[src/sv/c32fd_pkg.sv]
// c32fd_pkg: shared types, constants and the byte-wide crc-32 update
// for the length-prefixed frame deframer; no dependencies
package c32fd_pkg;

  // width of an accepted payload length
  localparam int unsigned LENGTH_BITS = 24;
  // largest length that fits in LENGTH_BITS bits
  localparam logic [31:0] LEN_LIMIT   = 32'((33'd1 << LENGTH_BITS) - 33'd1);

  localparam int unsigned HDR_BYTES   = 4 + 4 + 1 + 4;
  localparam logic [3:0]  HDR_LAST    = 4'(HDR_BYTES - 1);
  localparam logic [3:0]  CRC_LAST    = 4'd3;

  localparam logic [31:0] CRC_POLY    = 32'hEDB88320;
  localparam logic [31:0] ALL_ONES    = 32'hFFFFFFFF;

  // configuration register indexes
  localparam logic [1:0] REG_MAGIC    = 2'd0;
  localparam logic [1:0] REG_VERSION  = 2'd1;
  localparam logic [1:0] REG_MAX_LEN  = 2'd2;
  localparam logic [1:0] REG_HI_TYPE  = 2'd3;

  // input action codes
  localparam logic ACT_BYTE = 1'b0;
  localparam logic ACT_END  = 1'b1;

  // result kinds
  localparam logic KIND_PAYLOAD = 1'b0;
  localparam logic KIND_STATUS  = 1'b1;

  typedef enum logic [2:0] {
    ST_OK         = 3'd0,
    ST_TRUNC_HDR  = 3'd1,
    ST_BAD_MAGIC  = 3'd2,
    ST_BAD_VER    = 3'd3,
    ST_BAD_TYPE   = 3'd4,
    ST_OVERSIZED  = 3'd5,
    ST_TRUNC_FRM  = 3'd6,
    ST_CRC_ERR    = 3'd7
  } status_e;

  typedef struct packed {
    logic [31:0] frame_magic;
    logic [31:0] protocol_version;
    logic [23:0] max_payload;
    logic [7:0]  highest_type;
  } cfg_t;

  typedef struct packed {
    logic       action;
    logic [7:0] in_byte;
  } item_t;

  typedef struct packed {
    logic        out_kind;
    logic [7:0]  out_byte;
    logic [7:0]  msg_type;
    logic [23:0] payload_length;
    logic        last_payload;
    status_e     status;
  } result_t;

  // reflected crc-32 update by one byte
  function automatic logic [31:0] crc_byte(input logic [31:0] crc, input logic [7:0] b);
    logic [31:0] c;
    c = crc ^ {24'd0, b};
    for (int k = 0; k < 8; k++) begin
      c = c[0] ? (CRC_POLY ^ (c >> 1)) : (c >> 1);
    end
    return c;
  endfunction

endpackage

[src/sv/c32fd_cfg_regs.sv]
// c32fd_cfg_regs: configuration registers written through a plain write port
// depends on c32fd_pkg
module c32fd_cfg_regs (
  input  logic               clk_i,
  input  logic               rst_ni,
  input  logic               cfg_we_i,
  input  logic [1:0]         cfg_addr_i,
  input  logic [31:0]        cfg_data_i,
  output c32fd_pkg::cfg_t    cfg_o
);

  c32fd_pkg::cfg_t cfg_q;

  // register writes, reset to the default frame setup
  always_ff @(posedge clk_i or negedge rst_ni) begin
    if (!rst_ni) begin
      cfg_q.frame_magic      <= 32'd0;
      cfg_q.protocol_version <= 32'd1;
      cfg_q.max_payload      <= 24'd65536;
      cfg_q.highest_type     <= 8'd255;
    end else if (cfg_we_i) begin
      case (cfg_addr_i)
        c32fd_pkg::REG_MAGIC:   cfg_q.frame_magic      <= cfg_data_i;
        c32fd_pkg::REG_VERSION: cfg_q.protocol_version <= cfg_data_i;
        c32fd_pkg::REG_MAX_LEN: cfg_q.max_payload      <= cfg_data_i[23:0];
        c32fd_pkg::REG_HI_TYPE: cfg_q.highest_type     <= cfg_data_i[7:0];
        default: ;
      endcase
    end
  end

  assign cfg_o = cfg_q;

endmodule

[src/sv/c32fd_in_stage.sv]
// c32fd_in_stage: input register that holds one accepted item for the parser
// depends on c32fd_pkg
module c32fd_in_stage (
  input  logic              clk_i,
  input  logic              rst_ni,
  input  logic              in_valid_i,
  output logic              in_ready_o,
  input  c32fd_pkg::item_t  in_item_i,
  output logic              item_valid_o,
  output c32fd_pkg::item_t  item_o,
  input  logic              advance_i
);

  logic             valid_q;
  c32fd_pkg::item_t item_q;

  // free when empty or when the held item moves on this cycle
  assign in_ready_o = !valid_q || advance_i;

  always_ff @(posedge clk_i or negedge rst_ni) begin
    if (!rst_ni) begin
      valid_q <= 1'b0;
    end else if (in_valid_i && in_ready_o) begin
      valid_q <= 1'b1;
    end else if (advance_i) begin
      valid_q <= 1'b0;
    end
  end

  // payload register, loaded on each input transfer
  always_ff @(posedge clk_i) begin
    if (in_valid_i && in_ready_o) begin
      item_q <= in_item_i;
    end
  end

  assign item_valid_o = valid_q;
  assign item_o       = item_q;

endmodule

[src/sv/c32fd_parser.sv]
// c32fd_parser: frame state machine, header gathering, crc and checks
// depends on c32fd_pkg
module c32fd_parser (
  input  logic                clk_i,
  input  logic                rst_ni,
  input  c32fd_pkg::cfg_t     cfg_i,
  input  logic                advance_i,
  input  c32fd_pkg::item_t    item_i,
  output logic                res_valid_o,
  output c32fd_pkg::result_t  res_o
);

  typedef enum logic [1:0] {
    PH_HEADER,
    PH_PAYLOAD,
    PH_CHECK
  } phase_e;

  phase_e                            phase_q, phase_d;
  logic [3:0]                        cnt_q, cnt_d;
  logic [31:0]                       magic_q, magic_d;
  logic [31:0]                       version_q, version_d;
  logic [7:0]                        type_q, type_d;
  logic [31:0]                       length_q, length_d;
  logic [c32fd_pkg::LENGTH_BITS-1:0] left_q, left_d;
  logic [31:0]                       crc_q, crc_d;
  logic [31:0]                       rx_crc_q, rx_crc_d;

  logic [7:0]  b;
  logic [31:0] crc_next;
  logic [31:0] len_full;
  logic [31:0] rx_full;
  logic [1:0]  len_lane;
  logic [c32fd_pkg::LENGTH_BITS-1:0] left_dec;
  logic        go_idle;
  c32fd_pkg::status_e code;

  assign b        = item_i.in_byte;
  assign crc_next = c32fd_pkg::crc_byte(crc_q, b);
  assign len_full = {b, length_q[23:0]};
  assign rx_full  = {b, rx_crc_q[31:8]};
  // header bytes 9..12 land in length lanes 0..3
  assign len_lane = cnt_q[1:0] - 2'd1;
  assign left_dec = left_q - {{(c32fd_pkg::LENGTH_BITS-1){1'b0}}, 1'b1};

  // next state and result for the held item
  always_comb begin
    phase_d   = phase_q;
    cnt_d     = cnt_q;
    magic_d   = magic_q;
    version_d = version_q;
    type_d    = type_q;
    length_d  = length_q;
    left_d    = left_q;
    crc_d     = crc_q;
    rx_crc_d  = rx_crc_q;
    go_idle   = 1'b0;
    code      = c32fd_pkg::ST_OK;
    res_valid_o          = 1'b0;
    res_o.out_kind       = c32fd_pkg::KIND_PAYLOAD;
    res_o.out_byte       = 8'd0;
    res_o.last_payload   = 1'b0;
    res_o.status         = c32fd_pkg::ST_OK;

    if (item_i.action == c32fd_pkg::ACT_END) begin
      go_idle = 1'b1;
      code    = (phase_q == PH_HEADER) ? c32fd_pkg::ST_TRUNC_HDR : c32fd_pkg::ST_TRUNC_FRM;
    end else begin
      case (phase_q)
        PH_HEADER: begin
          crc_d = crc_next;
          cnt_d = cnt_q + 4'd1;
          if (cnt_q < 4'd4) begin
            magic_d = {b, magic_q[31:8]};
          end else if (cnt_q < 4'd8) begin
            version_d = {b, version_q[31:8]};
          end else if (cnt_q == 4'd8) begin
            type_d = b;
          end else begin
            length_d[8*len_lane +: 8] = b;
          end
          // header complete: checks in priority order
          if (cnt_q == c32fd_pkg::HDR_LAST) begin
            cnt_d = 4'd0;
            if (magic_q != cfg_i.frame_magic) begin
              go_idle = 1'b1;
              code    = c32fd_pkg::ST_BAD_MAGIC;
            end else if (version_q != cfg_i.protocol_version) begin
              go_idle = 1'b1;
              code    = c32fd_pkg::ST_BAD_VER;
            end else if (type_q > cfg_i.highest_type) begin
              go_idle = 1'b1;
              code    = c32fd_pkg::ST_BAD_TYPE;
            end else if (len_full > {8'd0, cfg_i.max_payload} ||
                         len_full > c32fd_pkg::LEN_LIMIT) begin
              go_idle = 1'b1;
              code    = c32fd_pkg::ST_OVERSIZED;
            end else begin
              left_d  = len_full[c32fd_pkg::LENGTH_BITS-1:0];
              phase_d = (len_full[c32fd_pkg::LENGTH_BITS-1:0] == '0) ? PH_CHECK : PH_PAYLOAD;
            end
          end
        end
        PH_PAYLOAD: begin
          crc_d              = crc_next;
          left_d             = left_dec;
          res_valid_o        = 1'b1;
          res_o.out_kind     = c32fd_pkg::KIND_PAYLOAD;
          res_o.out_byte     = b;
          res_o.last_payload = (left_dec == '0);
          if (left_dec == '0) begin
            phase_d = PH_CHECK;
            cnt_d   = 4'd0;
          end
        end
        PH_CHECK: begin
          rx_crc_d = rx_full;
          cnt_d    = cnt_q + 4'd1;
          if (cnt_q[1:0] == c32fd_pkg::CRC_LAST[1:0]) begin
            go_idle = 1'b1;
            code    = (rx_full != (crc_q ^ c32fd_pkg::ALL_ONES)) ?
                      c32fd_pkg::ST_CRC_ERR : c32fd_pkg::ST_OK;
          end
        end
        default: begin
          go_idle = 1'b1;
          code    = c32fd_pkg::ST_TRUNC_FRM;
        end
      endcase
    end

    // status result reports type and length gathered so far
    res_o.msg_type       = type_d;
    res_o.payload_length = length_d[23:0];
    if (go_idle) begin
      res_valid_o        = 1'b1;
      res_o.out_kind     = c32fd_pkg::KIND_STATUS;
      res_o.out_byte     = 8'd0;
      res_o.last_payload = 1'b0;
      res_o.status       = code;
      phase_d   = PH_HEADER;
      cnt_d     = 4'd0;
      magic_d   = 32'd0;
      version_d = 32'd0;
      type_d    = 8'd0;
      length_d  = 32'd0;
      left_d    = '0;
      crc_d     = c32fd_pkg::ALL_ONES;
      rx_crc_d  = 32'd0;
    end
  end

  // frame state, updated when the held item moves to the result register
  always_ff @(posedge clk_i or negedge rst_ni) begin
    if (!rst_ni) begin
      phase_q   <= PH_HEADER;
      cnt_q     <= 4'd0;
      magic_q   <= 32'd0;
      version_q <= 32'd0;
      type_q    <= 8'd0;
      length_q  <= 32'd0;
      left_q    <= '0;
      crc_q     <= c32fd_pkg::ALL_ONES;
      rx_crc_q  <= 32'd0;
    end else if (advance_i) begin
      phase_q   <= phase_d;
      cnt_q     <= cnt_d;
      magic_q   <= magic_d;
      version_q <= version_d;
      type_q    <= type_d;
      length_q  <= length_d;
      left_q    <= left_d;
      crc_q     <= crc_d;
      rx_crc_q  <= rx_crc_d;
    end
  end

endmodule

[src/sv/c32fd_out_stage.sv]
// c32fd_out_stage: result register that drives the output stream
// depends on c32fd_pkg
module c32fd_out_stage (
  input  logic                clk_i,
  input  logic                rst_ni,
  input  logic                item_valid_i,
  input  logic                res_valid_i,
  input  c32fd_pkg::result_t  res_i,
  output logic                advance_o,
  output logic                out_valid_o,
  input  logic                out_ready_i,
  output c32fd_pkg::result_t  out_o
);

  logic               valid_q;
  c32fd_pkg::result_t res_q;

  // the held item moves on when the result register is free this cycle
  assign advance_o = item_valid_i && (!valid_q || out_ready_i);

  always_ff @(posedge clk_i or negedge rst_ni) begin
    if (!rst_ni) begin
      valid_q <= 1'b0;
    end else if (advance_o) begin
      valid_q <= res_valid_i;
    end else if (out_ready_i) begin
      valid_q <= 1'b0;
    end
  end

  always_ff @(posedge clk_i) begin
    if (advance_o && res_valid_i) begin
      res_q <= res_i;
    end
  end

  assign out_valid_o = valid_q;
  assign out_o       = res_q;

endmodule

[src/sv/crc32_frame_deframer.sv]
// crc32_frame_deframer: an accepted byte or end event passes the input register, then the
// result register, before any result it yields is valid on the output port; one byte or end
// event is taken every cycle, set by the byte-wide crc update and header checks between the
// two registers; the input stalls only while a held result waits on a low m_axis_tready.
// Reset (rst_ni low, asynchronous) empties both registers, returns the parser to the
// header phase with the crc at all ones, and loads the register defaults.
module crc32_frame_deframer (
  input  logic        clk_i,
  input  logic        rst_ni,
  input  logic        cfg_we_i,
  input  logic [1:0]  cfg_addr_i,
  input  logic [31:0] cfg_data_i,
  input  logic        s_axis_tvalid,
  output logic        s_axis_tready,
  input  logic [7:0]  s_axis_tdata,   // in_byte
  input  logic        s_axis_tuser,   // action
  output logic        m_axis_tvalid,
  input  logic        m_axis_tready,
  output logic [47:0] m_axis_tdata,   // out_byte, msg_type, payload_length, status, zero pad
  output logic        m_axis_tlast,   // last_payload
  output logic        m_axis_tuser    // out_kind
);

  c32fd_pkg::cfg_t    cfg;
  c32fd_pkg::item_t   in_item;
  c32fd_pkg::item_t   item;
  c32fd_pkg::result_t res;
  c32fd_pkg::result_t out;
  logic               item_valid;
  logic               res_valid;
  logic               advance;

  assign in_item.action  = s_axis_tuser;
  assign in_item.in_byte = s_axis_tdata;

  c32fd_cfg_regs u_cfg (
    .clk_i      (clk_i),
    .rst_ni     (rst_ni),
    .cfg_we_i   (cfg_we_i),
    .cfg_addr_i (cfg_addr_i),
    .cfg_data_i (cfg_data_i),
    .cfg_o      (cfg)
  );

  c32fd_in_stage u_in (
    .clk_i        (clk_i),
    .rst_ni       (rst_ni),
    .in_valid_i   (s_axis_tvalid),
    .in_ready_o   (s_axis_tready),
    .in_item_i    (in_item),
    .item_valid_o (item_valid),
    .item_o       (item),
    .advance_i    (advance)
  );

  c32fd_parser u_parser (
    .clk_i       (clk_i),
    .rst_ni      (rst_ni),
    .cfg_i       (cfg),
    .advance_i   (advance),
    .item_i      (item),
    .res_valid_o (res_valid),
    .res_o       (res)
  );

  c32fd_out_stage u_out (
    .clk_i        (clk_i),
    .rst_ni       (rst_ni),
    .item_valid_i (item_valid),
    .res_valid_i  (res_valid),
    .res_i        (res),
    .advance_o    (advance),
    .out_valid_o  (m_axis_tvalid),
    .out_ready_i  (m_axis_tready),
    .out_o        (out)
  );

  // output packing
  assign m_axis_tdata = {5'd0, out.status, out.payload_length, out.msg_type, out.out_byte};
  assign m_axis_tlast = out.last_payload;
  assign m_axis_tuser = out.out_kind;

  // a status result never carries payload byte or last marker
  assert property (@(posedge clk_i) disable iff (!rst_ni)
    m_axis_tvalid && (m_axis_tuser == c32fd_pkg::KIND_STATUS) |->
      !m_axis_tlast && (m_axis_tdata[7:0] == 8'd0))
    else $error("status result carries payload fields");

  // a payload result always reports status ok
  assert property (@(posedge clk_i) disable iff (!rst_ni)
    m_axis_tvalid && (m_axis_tuser == c32fd_pkg::KIND_PAYLOAD) |->
      (m_axis_tdata[42:40] == c32fd_pkg::ST_OK))
    else $error("payload result with nonzero status");

  // input side stalls only behind a held item and a blocked result
  assert property (@(posedge clk_i) disable iff (!rst_ni)
    !s_axis_tready |-> m_axis_tvalid && !m_axis_tready)
    else $error("input stalled without output backpressure");

  // a held item with a free result register always moves on
  assert property (@(posedge clk_i) disable iff (!rst_ni)
    item_valid && !m_axis_tvalid |-> advance)
    else $error("held item not advanced");

endmodule

[config.mk]
export PLATFORM = sky130hd
export DESIGN_NAME = crc32_frame_deframer
export DESIGN_NICKNAME = d
export VERILOG_FILES = /design/src/sv/c32fd_pkg.sv /design/src/sv/c32fd_cfg_regs.sv /design/src/sv/c32fd_in_stage.sv /design/src/sv/c32fd_parser.sv /design/src/sv/c32fd_out_stage.sv /design/src/sv/crc32_frame_deframer.sv
export SDC_FILE = /design/constraint.sdc
export NUM_CORES = 1
export LEC_CHECK = 0
export BUFFER_PORTS_ARGS = -buffer_cell sky130_fd_sc_hd__buf_2
export CAP_MARGIN = 0
export CORE_MARGIN = 2
export CORE_UTILIZATION = 66
export CTS_BUF_LIST = sky130_fd_sc_hd__clkbuf_8
export CTS_CLUSTER_SIZE = 16
export DETAILED_ROUTE_END_ITERATION = 6
export PLACE_DENSITY = 0.94
export SLEW_MARGIN = 10
export SYNTH_ARGS = -nofsm -noshare
export SYNTH_HDL_FRONTEND = slang
export SYNTH_SLANG_ARGS = --single-unit
[constraint.sdc]
create_clock -name clk_i -period 14.47 [get_ports clk_i]
set_clock_uncertainty 0.2 [all_clocks]
set_input_delay 0 -clock clk_i [delete_from_list [all_inputs] [get_ports clk_i]]
set_output_delay 0 -clock clk_i [all_outputs]
set_load 0.01 [all_outputs]
# Yosys cells after proc, flatten, opt, wreduce, memory -nomap -nowiden
# Cells that the tools add are included.
dict set report totals {
  n_memories 0
  regBits 350
  latch_bits 0
  wordCells 186
  rom_bits 0
  ram_bits 0
  output_inout_bits 52
}
dict set report op_classes {
  add_sub_neg 4
  shift 2
  div 0
  n_eq_ne 21
  magnitude_cmp 5
  muxes 84
  bitwise 11
  reduce_logical 35
  n_mul 0
}
# cell count
set op_table {}
lappend op_table {{two-way mux 32 bit} 29}
lappend op_table {{two-way mux 24 bit} 7}
lappend op_table {{inverter 13 -> 14 bit} 8}
lappend op_table {{!= test 32 bit} 3}
lappend op_table {{zero test 24 bit} 2}
lappend op_table {{two-way mux 8 bit} 6}
lappend op_table {{one-hot mux 24 bit (2 select lines)} 1}
lappend op_table {{negation 5 -> 34 bit} 1}
lappend op_table {{variable shift 8 x 34 -> 32 bit, first input constant} 1}
lappend op_table {{indexed part select 8 x 34 -> 32 bit} 1}
lappend op_table {{bitwise mux 32 bit} 1}
lappend op_table {{> comparator 32 x 24 -> 1 bit} 1}
lappend op_table {{> comparator 32 x 24 -> 1 bit, second input constant} 1}
lappend op_table {{inverter 32 bit} 1}
lappend op_table {{XOR 32 x 8 -> 32 bit} 1}
lappend op_table {{two-way mux 3 bit} 9}
lappend op_table {{subtractor 24 x 1 -> 24 bit, second input constant} 1}
lappend op_table {{two-way mux 2 bit} 9}
lappend op_table {{two-way mux 4 bit} 4}
lappend op_table {{!= test 3 x 2 -> 1 bit, second input constant} 5}
lappend op_table {{two-way mux 1 bit} 14}
lappend op_table {{nonzero test 2 bit} 7}
lappend op_table {{one-hot mux 4 bit (3 select lines)} 1}
lappend op_table {{one-hot mux 3 bit (3 select lines)} 1}
lappend op_table {{other kinds (28)} 47}

# Logic depth before layout (Yosys ltp)
# Gate-level depths: netlist of run 1.
dict set report logic_depth {
  word_depth 20
  depth_mapped 13
  depth_no_buf 10
}

# Modules after synthesis
# A second synthesis of run 1 with hierarchy kept.
dict set report hier_totals {
  hier_cells 1520
  hier_area_um2 16638.5
}
# mod cells_each area_each_um2 n_inst seq_area_each_um2
set by_module_without_submodules {}
lappend by_module_without_submodules {c32fd_parser 1246 11220.8 1 4594.4}
lappend by_module_without_submodules {c32fd_cfg_regs 204 3632.2 1 2414.8}
lappend by_module_without_submodules {c32fd_out_stage 51 1420.1 1 1376.3}
lappend by_module_without_submodules {c32fd_in_stage 13 324.1 1 295.3}
lappend by_module_without_submodules {crc32_frame_deframer 6 41.3 1 0.0}

# Worst setup path before layout of run 1
# Ideal clock, no wire load.
dict set report synth_timing {
  kind {register -> register}
  startpoint {reg u_parser.length_q[14]}
  endpoint {reg u_out.res_q (netlist bit u_out.out_o[0]) (enable)}
  arrival_time_ns 4.481
  slack_ns 9.341
  stages_incl_launch_ff 13
  required_time_ns 13.823
  synth_period_minus_slack_ns 5.129
  cell_sequence {dfrtp_1 ha_1 nand4_1 or4_1 a21oi_1 nand4b_1 and2_1 o31a_1 buf_6 buf_2 buf_2 a21oi_1 nor2_1}
}
dict set report synth_via {
  elab_chain_cells 11
  word_cells_on_any_way 12
}
# element line
set synth_lines {}
lappend synth_lines {{start: declaration} c32fd_parser.sv:24} ;# logic [31:0] length_q, length_d;
lappend synth_lines {{start signal: assignment} c32fd_parser.sv:171} ;# length_q <= length_d;
lappend synth_lines {{> comparator 32 x 24 -> 1 bit (on tied branches)} {c32fd_parser.sv:94, c32fd_parser.sv:95}}
lappend synth_lines {{logical OR 1 bit (*)} c32fd_parser.sv:94} ;# end else if (len_full > {8'd0, cfg_i.max_payload} ||
lappend synth_lines {{two-way mux 1 bit (*)} c32fd_parser.sv:94}
lappend synth_lines {{two-way mux 1 bit (*)} c32fd_parser.sv:91} ;# end else if (type_q > cfg_i.highest_type) begin
lappend synth_lines {{two-way mux 1 bit (*)} c32fd_parser.sv:88} ;# end else if (version_q != cfg_i.protocol_version) begin
lappend synth_lines {{two-way mux 1 bit (*)} c32fd_parser.sv:85} ;# if (magic_q != cfg_i.frame_magic) begin
lappend synth_lines {{two-way mux 1 bit (*)} c32fd_parser.sv:83} ;# if (cnt_q == c32fd_pkg::HDR_LAST) begin
lappend synth_lines {{one-hot mux 1 bit (3 select lines) (*)} c32fd_parser.sv:69} ;# case (phase_q)
lappend synth_lines {{two-way mux 1 bit (*)} c32fd_parser.sv:65} ;# if (item_i.action == c32fd_pkg::ACT_END) begin
lappend synth_lines {{two-way mux 1 bit (*)} c32fd_parser.sv:135} ;# if (go_idle) begin
lappend synth_lines {{logical AND 1 bit (*)} c32fd_out_stage.sv:32} ;# if (advance_o && res_valid_i) begin
lappend synth_lines {{end signal: assignment} c32fd_out_stage.sv:33} ;# res_q <= res_i;
lappend synth_lines {{end: declaration} c32fd_out_stage.sv:16} ;# c32fd_pkg::result_t res_q;
# Every way passes the cells marked *; elsewhere a longest branch is shown, timed or not.
# A chain may end at the register's enable or synchronous reset.

# Worst setup path after layout of run 1
dict set report layout_timing {
  startpoint {reg u_in.item_q (netlist bit u_in.item_o[5])}
  endpoint {reg u_out.res_q (netlist bit u_out.out_o[18]) (enable)}
}
dict set report layout_via {
  elab_chain_cells 11
  word_cells_on_any_way 12
}
# element line
set layout_lines {}
lappend layout_lines {{start: declaration} c32fd_in_stage.sv:15} ;# c32fd_pkg::item_t item_q;
lappend layout_lines {{start signal: assignment} c32fd_in_stage.sv:33} ;# item_q <= in_item_i;
lappend layout_lines {{> comparator 32 x 24 -> 1 bit (on tied branches)} {c32fd_parser.sv:94, c32fd_parser.sv:95}}
lappend layout_lines {{logical OR 1 bit (*)} c32fd_parser.sv:94}
lappend layout_lines {{two-way mux 1 bit (*)} c32fd_parser.sv:94}
lappend layout_lines {{two-way mux 1 bit (*)} c32fd_parser.sv:91}
lappend layout_lines {{two-way mux 1 bit (*)} c32fd_parser.sv:88}
lappend layout_lines {{two-way mux 1 bit (*)} c32fd_parser.sv:85}
lappend layout_lines {{two-way mux 1 bit (*)} c32fd_parser.sv:83}
lappend layout_lines {{one-hot mux 1 bit (3 select lines) (*)} c32fd_parser.sv:69}
lappend layout_lines {{two-way mux 1 bit (*)} c32fd_parser.sv:65}
lappend layout_lines {{two-way mux 1 bit (*)} c32fd_parser.sv:135}
lappend layout_lines {{logical AND 1 bit (*)} c32fd_out_stage.sv:32}
# Marked as above.

==> results_dict.tcl, run 1 <==
set metrics [dict create \
    slew_violations 0 \
    start_util_pct 66.52 \
    drt_wl_total_um 50720 \
    cpMaxStageDelayCell "nor4_2" \
    p_int_uw 1943 \
    p_comb_share_pct 30.0 \
    synth_cell_types 71 \
    antenna_found_initial 2 \
    cts.sinks 334 \
    seq_power_share_pct 41.9 \
    max_cap_violations 0 \
    grt_pass1_wl_um 77450 \
    place_ws_ns 9.242 \
    regToRegEndpoint "u_out.out_o[18]" \
    detail_route.iter0.violations 1741 \
    clk_latency_ns 0.60 \
    rsz0062_at_grt "no" \
    ys_ff_latch 334 \
    synth_area_leaders "dfrtp_1 (36%), edfxtp_1 (9.8%), mux2_2 (7.1%)" \
    rows 58 \
    finalInstanceArea_sq_um 19110 \
    tightest_slew_ns 1.223 \
    die_h_um 162.6 \
    clkTransAtPathRegs_ns 0.07 \
    place_congestion 0.9075 \
    overflow 0 \
    vias 13610 \
    max_freq_mhz 185.6 \
    cts.repair.resized 0 \
    reg2reg_depth 9 \
    netlist_area_sq_um 16610 \
    io_buffers 94 \
    p_sw_uw 1068 \
    clockPowerShare_pct 28.0 \
    min-delay-path-class "in -> reg" \
    hold_buffers 71 \
    yosys.cell_count.top_type "dfrtp_1" \
    cp-endpoint "u_out.out_o[18]" \
    grt_pass1_vias 13790 \
    vdd_drop_max_uv 126.6 \
    hold_viol_final 0 \
    relSlewSlack_pct 18.31 \
    path_cells "nor4_2 > nand4_1 > mux2i_1 > and2_1 > o31a_2 > buf_4 > a21oi_1 > nor2_4 > buf_4" \
    fin_ws_ns 9.082 \
    fin_setup_tns_ns 0 \
    p_total_uw 3011 \
    cpPeakStageDelay_ns 0.86 \
    drt_first_pass_iters 7 \
    setup_viol 0 \
    synth_warnings 0 \
    multi_input_area_sq_um 7357 \
    crit_start "u_in.item_o[5]" \
    synth_top_area_share_pct 35.86 \
    p_per_area_nw_per_um2 157.5 \
    fin_nets 1747 \
    cts_max_level 2 \
    fin_crit_ns 5.388 \
    track_usage_pct 38.59 \
    n_fill_cell 1430 \
    place_hpwl_um 29080 \
    cts_buffers 51 \
    grt_max_degree 97 \
    cts_root_buf "clkbuf_8" \
    dieArea_sq_um 26450 \
    start_kind "flip-flop" \
    clockBufferDepth 3 \
    postPlaceCellArea_sq_um 17240 \
    post_cts_buffers 0 \
    drive_above_1_share_pct 21.44 \
    ys_seq_area_share_pct 52.27 \
    dieWidth_um 162.6 \
    post-route-period-util_pct 37.24 \
    routedWlPerCell_um 24.98 \
    register_area_sq_um 8681 \
    netlist_instances 1502 \
    yosys.area.top_type "dfrtp_1" \
    async_flop_share_pct 83.83 \
    synth_area_per_cell_sq_um 11.06 \
    area_growth_pct 15.10 \
    synth_edf_count 54 \
    p_sw_share_pct 35.47 \
    endpoint_kind "flip-flop" \
    coreArea_sq_um 24960 \
    synth_ff_type "dfrtp_1" \
    ios 100 \
    antenna_left 0 \
    critPathMostFrequentCell "buf_4" \
    p_leak_uw 0.008262 \
    cp_max_fo 56 \
    crit_required_ns 14.48 \
    viasPerCell 6.704 \
    worstSetupPathType "reg -> reg" \
    drc 0 \
    status "finished, final reports clean" \
    critPathArrivalTime_ns 5.40 \
    cts_tree "done" \
    yosys-top-cells-count "dfrtp_1 (238), nand2_1 (167), xnor2_1 (113)" \
    r2r_start "u_in.item_o[5]" \
    rrSetupSlack_ns 9.08 \
]
==> critical path, delay by kind of cell, from the launching register on <==
family	cells	cell delay, ns
AND/OR/NAND/NOR	4	1.46
buffers and inverters	2	1.21
AO/OA/AOI/OAI	2	1.00
multiplexers	1	0.28
flip-flops	1	0.79
==> flip-flops by register name (all words and copies together) (netlist names), 4 cells and up <==
signal,cells
u_cfg.cfg_o,96
u_out.out_o,45
u_parser.crc_q,32
u_parser.magic_q,32
u_parser.version_q,32
u_parser.left_q,24
u_parser.length_q,24
u_parser.rx_crc_q,24
u_in.item_o,9
u_parser.type_q,8
u_parser.cnt_q,4
==> metal layers <==
| layer | vias to the layer above | wire (um) | global-route usage (%) |
|---|---|---|---|
| met5 | - | 0 | 0.5682 |
| met4 | 0 | 4136 | 25.54 |
| met3 | 336 | 5853 | 10.29 |
| met2 | 1100 | 23610 | 61.43 |
| met1 | 6543 | 17120 | 46.54 |
| li1 | 5630 | - | - |
==> final cells by class <==
| cell class | count | area share (%) |
|---|---|---|
| multi-input cells | 1032 | 38.49 |
| inverters | 51 | 1.002 |
| flip-flops and latches | 334 | 45.41 |
| clock buffers | 65 | 4.680 |
| repair buffers | 185 | 7.187 |
| clock inverters | 31 | 1.041 |
| well taps | 330 | 2.160 |
| diodes | 2 | 0.02618 |
==> placed cells by master, fill, tap and decap left out, types with 65 or more instances in the layout <==
cell type,count
dfrtp_1,238
nand2_1,167
xnor2_1,113
mux2_2,104
o21ai_0,101
buf_2,93
a22o_1,90
nor2_1,87
dlygate4sd3_1,70
inv_1,65
clkbuf_8,65
==> cells by family (layout without fill, tap and decap cells) <==
logic type	after synthesis	in the layout	share of synthesized area, %
and+or+nand+nor	385	385	11.24
xor gates and xnor gates	167	167	8.853
muxes	109	109	7.353
DFF	334	334	52.27
adders and majority gates	44	44	3.315
AOI/OAI and AO/OA	322	322	13.14
other	1	7	0.02258
buffers and inverters	140	332	3.805
==> power groups by stage <==
stage	Combinational (uW)	Clock, uW	Sequential [uW]
floorplan	640	0	1220
global route	965	883	1270
detailed placement	816	0	1260
CTS	862	828	1250
finish	904	844	1260
global placement	779	0	1250
==> worst min-delay path by stage <==
stage | startpoint | endpoint | slack (ns) | cells after the start
after floorplan | rst_ni | u_cfg.cfg_o[10] | -0.50 | 0
after global placement | rst_ni | u_cfg.cfg_o[43] | -0.05 | 1
after detailed placement | rst_ni | u_cfg.cfg_o[50] | -0.04 | 1
after CTS | cfg_data_i[30] | u_cfg.cfg_o[62] | 0.005 | 3
after global routing | cfg_data_i[31] | u_cfg.cfg_o[95] | 0.05 | 3
final | cfg_data_i[31] | u_cfg.cfg_o[95] | 0.03 | 3
==> stage by stage <==
step                hold WS (ns)  std cells  utilization, %
CTS                     0.005425       2026           76.37
finish                   0.03378       2030           76.57
detailed placement      -0.04011       1859           69.07
global route             0.04512       2030           76.57
global placement        -0.04952       1859           69.07
floorplan                -0.4956       1506               -
No activity file was read; power rests on OpenSTA's default activity.
==> inputs of run 2 (changes only) <==
--- a/config.mk
+++ b/config.mk
@@ -5,14 +5,15 @@
 export SDC_FILE = /design/constraint.sdc
 export NUM_CORES = 1
 export LEC_CHECK = 0
+export ABC_AREA = 1
 export BUFFER_PORTS_ARGS = -buffer_cell sky130_fd_sc_hd__buf_2
 export CAP_MARGIN = 0
 export CORE_MARGIN = 2
-export CORE_UTILIZATION = 66
+export CORE_UTILIZATION = 57
 export CTS_BUF_LIST = sky130_fd_sc_hd__clkbuf_8
 export CTS_CLUSTER_SIZE = 16
 export DETAILED_ROUTE_END_ITERATION = 6
-export PLACE_DENSITY = 0.94
+export PLACE_DENSITY = 0.86
 export SLEW_MARGIN = 10
 export SYNTH_ARGS = -nofsm -noshare
 export SYNTH_HDL_FRONTEND = slang
==> constraint.sdc (replaced) <==
create_clock -name clk_i -period 4.4 [get_ports clk_i]
set_clock_uncertainty 0.2 [all_clocks]
set_input_delay 0 -clock clk_i [delete_from_list [all_inputs] [get_ports clk_i]]
set_output_delay 0 -clock clk_i [all_outputs]
set_load 0.01 [all_outputs]
==> run 2 against run 1 <==
Via count rose by 10%. Sequential share of layout area fell by 2.1 points. Design area up 4.8%. Hold slack worse by 0.012 ns. Setup slack worse by 8.3 ns. Non-clock buffer count fell by 3. First-iteration DRC count down 1.6%. Critical path depth is 6 higher. Total power rose to 3.8 times the previous value. Fmax increased by 48%. Die area rose by 21%. Critical path type unchanged. Critical endpoint is now u_parser.magic_q[1].
==> results_dict.tcl, run 2 <==
set metrics [dict create \
    worstSetupPathType "reg -> reg" \
    n_fill_cell 2387 \
    p_per_area_nw_per_um2 564.5 \
    ios 100 \
    place_congestion 0.9246 \
    tightest_slew_ns 1.125 \
    grt_pass1_wl_um 76200 \
    synth_area_leaders "dfrtp_1 (34%), nand2_1 (12%), o21ai_0 (9.5%)" \
    post_cts_buffers 0 \
    rows 64 \
    slew_violations 0 \
    grt_pass1_vias 14660 \
    use_met3_pct 5.259 \
    r2r_start "u_in.item_o[7]" \
    finalInstanceArea_sq_um 20040 \
    cts_root_buf "clkbuf_8" \
    ys_ff_latch 334 \
    synth_ff_type "dfrtp_1" \
    dieWidth_um 178.9 \
    antenna-diode-count 0 \
    hold_viol_final 0 \
    max_freq_mhz 274.7 \
    synth_warnings 0 \
    place_hpwl_um 32410 \
    drt_wl_total_um 48060 \
    holdPathStages 4 \
    async_flop_share_pct 83.83 \
    clk_latency_ns 0.62 \
    cts_buffers 55 \
    yosys-top-cells-count "nand2_1 (578), o21ai_0 (330), dfrtp_1 (238)" \
    min_to "u_cfg.cfg_o[88]" \
    postPlaceCellArea_sq_um 18190 \
    drc 0 \
    clockBufferDepth 3 \
    vias 15010 \
    synth_area_per_cell_sq_um 8.321 \
    synth_cell_types 47 \
    vdd_drop_max_uv 536.2 \
    max_cap_violations 0 \
    fin_cells 2690 \
    synth_top_area_share_pct 34.16 \
    path_buf_inv 4 \
    netlist_area_sq_um 17430 \
    top_usage_layer "met2" \
    use_met2_pct 50.53 \
    antenna_left 0 \
    netlist_instances 2095 \
    drive_above_1_share_pct 11.68 \
    regToRegEndpoint "u_parser.magic_q[1]" \
    start_util_pct 57.44 \
    hold_start "cfg_data_i[24]" \
    cpMaxStageDelayCell "edfxtp_1" \
    io_buffers 94 \
    track_usage_pct 30.62 \
    detail_route.iter0.violations 1713 \
    routedWlPerCell_um 17.87 \
    antenna_found_initial 1 \
    grt_max_degree 123 \
    critPathArrivalTime_ns 3.93 \
    yosys.cell_count.top_type "nand2_1" \
    status "finished, final reports clean" \
    relSlewSlack_pct 24.92 \
    coreArea_sq_um 30350 \
    endpoint_kind "flip-flop" \
    path_cells "inv_1 > nand2_1 > nor2_1 > nand2_1 > nor3_2 > nand3_1 > nand2_2 > nand3_2 > nand2_2 > nand2_2 > buf_4 > clkinv_2 > buf_12 > nand2_1 > o21ai_0" \
    fin_util_pct 66.02 \
    reg2reg_depth 15 \
    fin_nets 2341 \
    cts_max_level 2 \
    setup_viol 0 \
    layout_common_cells "nand2_1 (577), o21ai_0 (330), dfrtp_1 (238), inv_1 (234), nor2_1 (126)" \
    min-delay-path-class "in -> reg" \
    largest_reg_flops 96 \
    cpPeakStageDelay_ns 0.62 \
    yosys.area.top_type "dfrtp_1" \
    area_growth_pct 14.93 \
    viasPerCell 5.581 \
    cp_max_fo 122 \
    post-route-period-util_pct 82.74 \
    place_inst 2521 \
    path_delay_family "simple AND/OR/NAND/NOR gates" \
    cts.sinks 334 \
    fin_crit_ns 3.641 \
    global_route.usage.met1_pct 38.69 \
    dieArea_sq_um 32000 \
    timing.hold.ws_ns 0.02129 \
    final_common_cell "nand2_1" \
    p_leak_uw 0.009285 \
    die_h_um 178.9 \
    cts_tree "done" \
    drt_first_pass_iters 6 \
    clkTransAtPathRegs_ns 0.06 \
    fin_setup_tns_ns 0 \
    rrSetupSlack_ns 0.76 \
    overflow 0 \
    crit_required_ns 4.69 \
    start_kind "flip-flop" \
    synth_edf_count 54 \
    rsz0062_at_grt "no" \
    ys_seq_area_share_pct 49.80 \
]
==> run 2: cell types whose count changed after synthesis, sizes merged, moves of 7 or more <==
cell,change
mux2,-104
buf,+10
xnor2,-22
nor4,-10
a22oi,-16
clkbuf,-10
a21oi,-39
a22o,-90
nor2,+38
nand3,+69
nand2,+417
inv,+166
o21ai,+250
a21o,-7
==> run 2: worst max-delay path by stage <==
stage	start	endpoint	slack, ns	depth (start not counted)
floorplan	u_parser.cnt_q[0]	u_out.out_o[0]	0.75	13
global placement	u_in.item_o[7]	u_out.out_o[22]	0.92	13
detailed placement	u_in.item_o[7]	u_parser.version_q[24]	0.96	15
CTS	u_in.item_o[1]	u_out.out_o[20]	0.92	13
global route	u_in.item_o[0]	u_parser.magic_q[1]	0.56	15
finish	u_in.item_o[7]	u_parser.magic_q[1]	0.76	15
==> run 2: logic make-up after synthesis <==
family,synth area share [%]
AND/OR/NAND/NOR,20.63
other,0.02151
XOR/XNOR,7.579
adder cells (fa/ha/maj),3.158
AO/OA/AOI/OAI,11.72
flip-flops,49.80
buffers and inverters,7.091
==> run 2: layout make-up <==
cell class                 count  area (sq um)  share of cell area, %
sequential                   334          8681                  43.33
multi-input combinational   1460          7553                  37.70
tap                          396         495.5                  2.473
inverter                     216         812.0                  4.053
clock inverter                38         274.0                  1.368
clock buffer                  64         880.8                  4.396
timing repair buffer         182          1339                  6.682
==> run 2: through the flow <==
| stage | power, uW | worst slack, ns |
|---|---|---|
| final | 11310 | 0.7593 |
| after global routing | 11970 | 0.5639 |
| after CTS | 11230 | 0.9208 |
| after detailed placement | 8310 | 0.9597 |
| after global placement | 8185 | 0.9206 |
| after floorplan | 7334 | 0.7491 |
==> run 2: metal layers <==
metal  vias to the layer above  part of all wire (%)
li1                       7075                     -
met1                      7111                    39
met2                       649                    48
met3                       175                   7.2
met4                         2                   5.3
met5                         -                 0.027
==> run 2: where the power goes <==
group,total (uW),internal [uW],switching (uW)
clock,2860,1570,1290
sequential,4580,3900,679
combinational,3870,1550,2320
total,11300,7010,4300
==> run 2: timing repair <==
item,CTS,global route
hold endpoints to repair,239,0
hold buffers,67,0
resized for setup,0,0
==> run 2: worst register-to-register path, cell delays in order (launching register included) <==
cell	delay [ns]
edfxtp_1	0.62
inv_1	0.30
nand2_1	0.08
nor2_1	0.17
nand2_1	0.09
nor3_2	0.19
nand3_1	0.14
nand2_2	0.16
nand3_2	0.08
nand2_2	0.11
nand2_2	0.07
buf_4	0.22
clkinv_2	0.10
buf_12	0.42
nand2_1	0.28
o21ai_0	0.31
